--- src/rtl/hfc_pkg.sv ---
// ----------------------------------------------------------------------------
// hfc_pkg
// Types and conversion functions for the binary16 / binary32 converter.
// ----------------------------------------------------------------------------
package hfc_pkg;

	localparam int unsigned ValueWidth = 32;

	typedef enum logic {
		DIR_H2F = 1'b0,
		DIR_F2H = 1'b1
	} dir_t;

	typedef struct packed {
		logic                  req_type;
		logic [ValueWidth-1:0] value_in;
		logic                  last_in;
	} req_t;

	typedef struct packed {
		logic [ValueWidth-1:0] result_bits;
		logic                  last_out;
	} rsp_t;

	// count leading zeros of a 10-bit mantissa (non-zero)
	function automatic logic [3:0] clz10(input logic [9:0] m);
		logic [3:0] n;
		logic       hit;
		n   = 4'd0;
		hit = 1'b0;
		for (int i = 9; i >= 0; i--) begin
			if (!hit && !m[i]) begin
				n = n + 4'd1;
			end else begin
				hit = 1'b1;
			end
		end
		return n;
	endfunction

	function automatic logic [31:0] half_to_single(input logic [15:0] h);
		logic [31:0] res;
		logic [4:0]  ex;
		logic [9:0]  man;
		logic [3:0]  lz;
		logic [10:0] norm;
		logic [7:0]  e32;
		ex   = h[14:10];
		man  = h[9:0];
		lz   = clz10(man);
		norm = {1'b0, man} << (lz + 4'd1);
		e32  = 8'd112 - {4'd0, lz};
		if (ex == 5'h1F) begin
			if (man == 10'd0) begin
				res = {h[15], 8'hFF, 23'd0};
			end else begin
				res = {h[15], 8'hFF, 1'b1, man[8:0], 13'd0};
			end
		end else if (ex == 5'd0) begin
			if (man == 10'd0) begin
				res = {h[15], 31'd0};
			end else begin
				res = {h[15], e32, norm[9:0], 13'd0};
			end
		end else begin
			res = {h[15], 8'({3'd0, ex} + 8'd112), man, 13'd0};
		end
		return res;
	endfunction

	function automatic logic [15:0] single_to_half(input logic [31:0] x);
		logic [15:0] res;
		logic [7:0]  ex;
		logic [22:0] man;
		logic [14:0] h;
		logic [12:0] rem;
		logic [4:0]  shift;
		logic [23:0] full;
		logic [23:0] rem2;
		logic [23:0] halfway;
		logic [23:0] mask;
		logic [10:0] hs;
		ex      = x[30:23];
		man     = x[22:0];
		h       = {5'(ex - 8'd112), man[22:13]};
		rem     = man[12:0];
		shift   = 5'(8'd126 - ex);
		full    = {1'b1, man};
		mask    = (24'd1 << shift) - 24'd1;
		rem2    = full & mask;
		halfway = 24'd1 << (shift - 5'd1);
		hs      = 11'(full >> shift);
		if (ex == 8'hFF) begin
			res = (man == 23'd0) ? {x[31], 15'h7C00} :
				{x[31], 5'h1F, 1'b1, man[21:13]};
		end else if (ex >= 8'd143) begin
			res = {x[31], 15'h7C00};
		end else if (ex >= 8'd113) begin
			if (rem > 13'h1000 || (rem == 13'h1000 && h[0])) begin
				h = h + 15'd1;
			end
			res = {x[31], h};
		end else if (ex < 8'd102) begin
			res = {x[31], 15'd0};
		end else begin
			if (rem2 > halfway || (rem2 == halfway && hs[0])) begin
				hs = hs + 11'd1;
			end
			res = {x[31], 4'd0, hs};
		end
		return res;
	endfunction

endpackage

--- src/rtl/hfc_stream_if.sv ---
// ----------------------------------------------------------------------------
// hfc_stream_if
// Valid / ready channel carrying one payload word.
// ----------------------------------------------------------------------------
interface hfc_stream_if #(
	parameter type payload_t = logic
);
	logic     valid;
	logic     ready;
	payload_t data;

	modport source (output valid, output data, input ready);
	modport sink (input valid, input data, output ready);
endinterface

--- src/rtl/hfc_convert.sv ---
// ----------------------------------------------------------------------------
// hfc_convert
// Combinational conversion of one request word into one result word.
// ----------------------------------------------------------------------------
module hfc_convert import hfc_pkg::*; (
	input  req_t req,
	output rsp_t rsp
);
	always_comb begin
		rsp.last_out = req.last_in;
		if (dir_t'(req.req_type) == DIR_H2F) begin
			rsp.result_bits = half_to_single(req.value_in[15:0]);
		end else begin
			rsp.result_bits = {16'd0, single_to_half(req.value_in)};
		end
	end
endmodule

--- src/rtl/half_float_converter.sv ---
// ----------------------------------------------------------------------------
// half_float_converter
// Streaming binary16 / binary32 conversion, one word per cycle unless stalled.
// ----------------------------------------------------------------------------
// Usage:
//   req carries req_type, value_in and last_in; rsp carries result_bits and
//   last_out. Both are valid/ready channels, a word moves when both are high.
//   A request word is captured in the input register (_s1), converted by
//   single-pass logic and held in the result register (_s2).
//   Path: the word moves from _s1 through the conversion into _s2, where
//   rsp.valid rises; a stalled result in _s2 holds it back in _s1.
//   Throughput: one word per cycle while rsp.ready is high.
//   While rsp.ready is low, the result register holds; the input register
//   still takes one more word if it is empty, then req.ready drops.
//   Reset clears both valid flags; no word is in flight afterwards.
// ----------------------------------------------------------------------------
module half_float_converter import hfc_pkg::*; (
	input logic      clk,
	input logic      arst_n,
	hfc_stream_if.sink   req,
	hfc_stream_if.source rsp
);
	req_t data_s1;
	logic valid_s1;
	rsp_t conv;
	rsp_t data_s2;
	logic valid_s2;
	logic adv_s2;

	assign adv_s2    = valid_s1 && (!valid_s2 || rsp.ready);
	assign req.ready = !valid_s1 || adv_s2;

	hfc_convert u_convert (
		.req(data_s1),
		.rsp(conv)
	);

	always_ff @(posedge clk or negedge arst_n) begin
		if (!arst_n) begin
			valid_s1 <= 1'b0;
			valid_s2 <= 1'b0;
		end else begin
			if (req.ready) begin
				valid_s1 <= req.valid;
			end
			if (adv_s2) begin
				valid_s2 <= 1'b1;
			end else if (rsp.ready) begin
				valid_s2 <= 1'b0;
			end
		end
	end

	always_ff @(posedge clk) begin
		if (req.valid && req.ready) begin
			data_s1 <= req.data;
		end
		if (adv_s2) begin
			data_s2 <= conv;
		end
	end

	assign rsp.valid = valid_s2;
	assign rsp.data  = data_s2;
endmodule

--- src/flat_wrapper.sv ---
// flat-port wrapper written by rule: the top's interface ports become plain ports
module half_float_converter_flat import hfc_pkg::*;
  (clk, arst_n, req_valid, req_data, req_ready, rsp_valid, rsp_data, rsp_ready);
  hfc_stream_if req_i ();
  hfc_stream_if rsp_i ();
  input logic clk;
  input logic arst_n;
  input wire logic [$bits(req_i.valid)-1:0] req_valid;
  input wire logic [$bits(req_i.data)-1:0] req_data;
  output wire logic [$bits(req_i.ready)-1:0] req_ready;
  output wire logic [$bits(rsp_i.valid)-1:0] rsp_valid;
  output wire logic [$bits(rsp_i.data)-1:0] rsp_data;
  input wire logic [$bits(rsp_i.ready)-1:0] rsp_ready;
  assign req_i.valid = req_valid;
  assign req_i.data = req_data;
  assign req_ready = req_i.ready;
  assign rsp_valid = rsp_i.valid;
  assign rsp_data = rsp_i.data;
  assign rsp_i.ready = rsp_ready;
  half_float_converter u_core (.clk(clk), .arst_n(arst_n), .req(req_i), .rsp(rsp_i));
endmodule
--- config.mk ---
export PLATFORM = sky130hd
export DESIGN_NAME = half_float_converter_flat
export DESIGN_NICKNAME = d
export VERILOG_FILES = /design/src/rtl/hfc_pkg.sv /design/src/rtl/hfc_stream_if.sv /design/src/rtl/hfc_convert.sv /design/src/rtl/half_float_converter.sv /design/src/flat_wrapper.sv
export SDC_FILE = /design/constraint.sdc
export NUM_CORES = 1
export LEC_CHECK = 0
export ABC_CLOCK_PERIOD_IN_PS = 2900
export BUFFER_PORTS_ARGS = -buffer_cell sky130_fd_sc_hd__buf_2
export CAP_MARGIN = 25
export CORE_AREA = 8 8 45 47
export DETAILED_ROUTE_END_ITERATION = 8
export DIE_AREA = 0 0 53 55
export PLACE_DENSITY = 0.36
export SLEW_MARGIN = 20
export SYNTH_ARGS = -nofsm -noshare
export SYNTH_HDL_FRONTEND = slang
export SYNTH_SLANG_ARGS = --single-unit
--- constraint.sdc ---
create_clock -name clk -period 2.9 [get_ports clk]
set_clock_uncertainty 0.2 [all_clocks]
set_input_delay 0.29 -clock clk [delete_from_list [all_inputs] [get_ports clk]]
set_output_delay 0.29 -clock clk [all_outputs]
set_load 0.005 [all_outputs]
==> qor.json <==
{
  "detailed_routing": {
    "firstDrtPassIters": 3,
    "vias": 108,
    "drt_iter0_markers": 5,
    "route.detailed.wl_per_inst_um": 8.921,
    "ant_nets": 0,
    "drt-total-wl_um": 339,
    "post-route-drc-count": 0,
    "vias_per_cell": 2.842
  },
  "critical_path": {
    "cpPeakStageDelay_ns": 0.40,
    "r2r_worst_path_depth": 2,
    "r2r_end": "u_core.rsp.data",
    "cp_cell_sequence": "nand3b_4 > buf_2",
    "critical-path-slowest-cell": "dfrtp_1",
    "internal_reg_to_reg_setup_slack_ns": 1.78,
    "worst_ep_required_time_ns": 2.41,
    "timing_worst_setup_path_type": "register to primary output",
    "critical_path_maximum_fanout": 3,
    "cp_num_cells": 2,
    "startpoint": "u_core.rsp.valid",
    "critical_path.top_delay_family": "flip-flops",
    "worst-path-buf-inv": 1,
    "cp-end-kind": "primary output",
    "worst-endpoint-arrival_ns": 0.86,
    "r2r-start": "u_core.rsp.valid",
    "timing.critical_path.from_type": "register"
  },
  "place": {
    "gp_routability_congestion": 0.6002,
    "placedInstanceArea_um2": 219.0,
    "number_of_buffers_inserted_by_port_buffering": 7
  },
  "clock_tree": {
    "cts_buffers": 3,
    "tritoncts_num_sinks": 4,
    "cts.path.max_buffers": 2,
    "h-tree-depth": 1,
    "clock_tree_from_tritoncts": "yes",
    "clk-insertion-delay-late_ns": 0.23,
    "path_clk_slew_ns": 0.04,
    "cts_setup_buffers": 0,
    "cts_root_buffer": "clkbuf_4"
  },
  "global_routing": {
    "global_route.overflow_total": 0,
    "grt_max_degree": 4,
    "globalRouteTotalUtil_pct": 3.397,
    "vias_in_the_first_global_route": 141,
    "grt_first_pass_wirelength_um": 586,
    "initial_antenna_violation_count": 0
  },
  "worst_hold_path": {
    "holdPathStages": 1,
    "min-delay-path-class": "input port to register",
    "hold_start": "req_data",
    "hold_path_end": "u_core.data_s1[0]"
  },
  "run_status": {
    "outcome": "finished clean"
  },
  "yosys": {
    "syn-mean-instance-area_um2": 16.39,
    "synthesis.nets": 15,
    "post_synth_num_cell_types": 6,
    "seq_area_frac_synth_pct": 67.18,
    "synth-warning-count": 0,
    "yosys_register_bits": 4,
    "syn-cell-area_um2": 163.9,
    "syn_inst": 10
  },
  "layout": {
    "finish.utilization_pct": 18.44,
    "synth_to_final_area_change_pct": 55.73,
    "finish.net_count": 28,
    "antenna_cells": 0,
    "layout_commonest_cell": "buf_2",
    "post_route_cells_drive_above_1_share_pct": 54.55,
    "leading_cell_types_in_the_layout_fill_and_taps_excluded": "buf_2, nand2b_1, clkbuf_4, edfxtp_1, dfrtp_1",
    "final_design_area_no_fill_um2": 255.2
  },
  "power": {
    "irDropWorstVdd_mv": 0.1922,
    "total_power_density_per_cell_area_nw_per_um2": 620.4,
    "power_leakage_nw": 0.1132
  },
  "die": {
    "die_h_um": 55,
    "floorplan.die_area_um2": 2915,
    "core_area_um2": 1384,
    "number_of_top_level_design_ports": 8,
    "floorplan.die.width_um": 53,
    "floorplan.initialDensity_pct": 11.84,
    "core.rowCount": 14
  },
  "timing": {
    "slew_headroom_pct": 89.72,
    "fin_setup_tns_ns": 0,
    "period_needed_ns": 1.345,
    "final_min_period_over_clock_period_pct": 46.40,
    "timing.final.setup_violations": 0,
    "fmax_ghz": 0.7432,
    "tightest_slew_ns": 0.1542,
    "rsz_0062_raised_after_global_routing": "false",
    "slew_viol_final": 0,
    "timing.final.hold_violations": 0
  },
  "run": {
    "maxCapViolations": 0
  }
}
cells in the mapped netlist (all sizes together):
cell / count / area, um^2
nand2b: 3 / 18.77
edfxtp: 2 / 60.06
dfrtp: 2 / 50.05
nand3b: 1 / 20.02
and2: 2 / 15.02
stage by stage:
step / hold slack, ns / instances / setup slack (ns) / total power, W
finish: 0.03092 / 38 / 1.555 / 0.0001583
global route: 0.004756 / 38 / 1.491 / 0.0001734
CTS: 0.02095 / 38 / 1.534 / 0.0001647
detailed placement: -0.1179 / 33 / 1.731 / 0.00008320
global placement: -0.1231 / 33 / 1.732 / 0.00008318
floorplan: -0.2056 / 10 / 1.775 / 0.00007568
power breakdown:
group	switching, W	leakage, nW	total (W)	internal (W)
registers	0.00000287	0.0405	0.0000675	0.0000646
logic	0.00000566	0.0578	0.0000155	0.00000983
clock network	0.0000237	0.0150	0.0000753	0.0000517
total	0.0000322	0.113	0.000158	0.000126
what timing repair did:
item | 4_1_cts | 5_1_grt
hold endpoints to repair | 2 | 0
setup endpoints to repair | 0 | 0
gates resized for setup | 0 | 0
hold buffers | 1 | 0
flip-flops by register name (all words and copies together) (netlist names):
name / flops
u_core.data_s1: 1
u_core.rsp.data: 1
u_core.rsp.valid: 1
u_core.valid_s1: 1
per-layer routing:
| layer | vias to the layer above | wire length (um) | global-route usage (%) |
|---|---|---|---|
| met1 | 46 | 141 | 2.297 |
| met3 | 0 | 39 | 4.278 |
| met4 | 0 | 0 | 5.172 |
| li1 | 58 | - | - |
| met2 | 4 | 158 | 3.711 |
| met5 | - | 0 | 0 |
cell type report:
cell class / count / area [um^2]
Tap cell: 16 / 20.02
Clock buffer: 4 / 26.28
Multi-Input combinational cell: 6 / 53.80
Fill cell: 151 / 1129
Sequential cell: 4 / 110.1
Timing Repair Buffer: 8 / 45.04
worst max path at each step:
stage | slack (ns) | to
after global placement | 1.73 | req_ready
after detailed placement | 1.73 | req_ready
after CTS | 1.53 | req_ready
after floorplan | 1.78 | u_core.data_s1[0]
after global routing | 1.49 | req_ready
final | 1.55 | req_ready
cell families after synthesis:
group / count (synthesis) / share of synthesized area (%)
DFF: 4 / 67.18
and+or+nand+nor: 6 / 32.83
No activity file was read; power rests on OpenSTA's default activity.
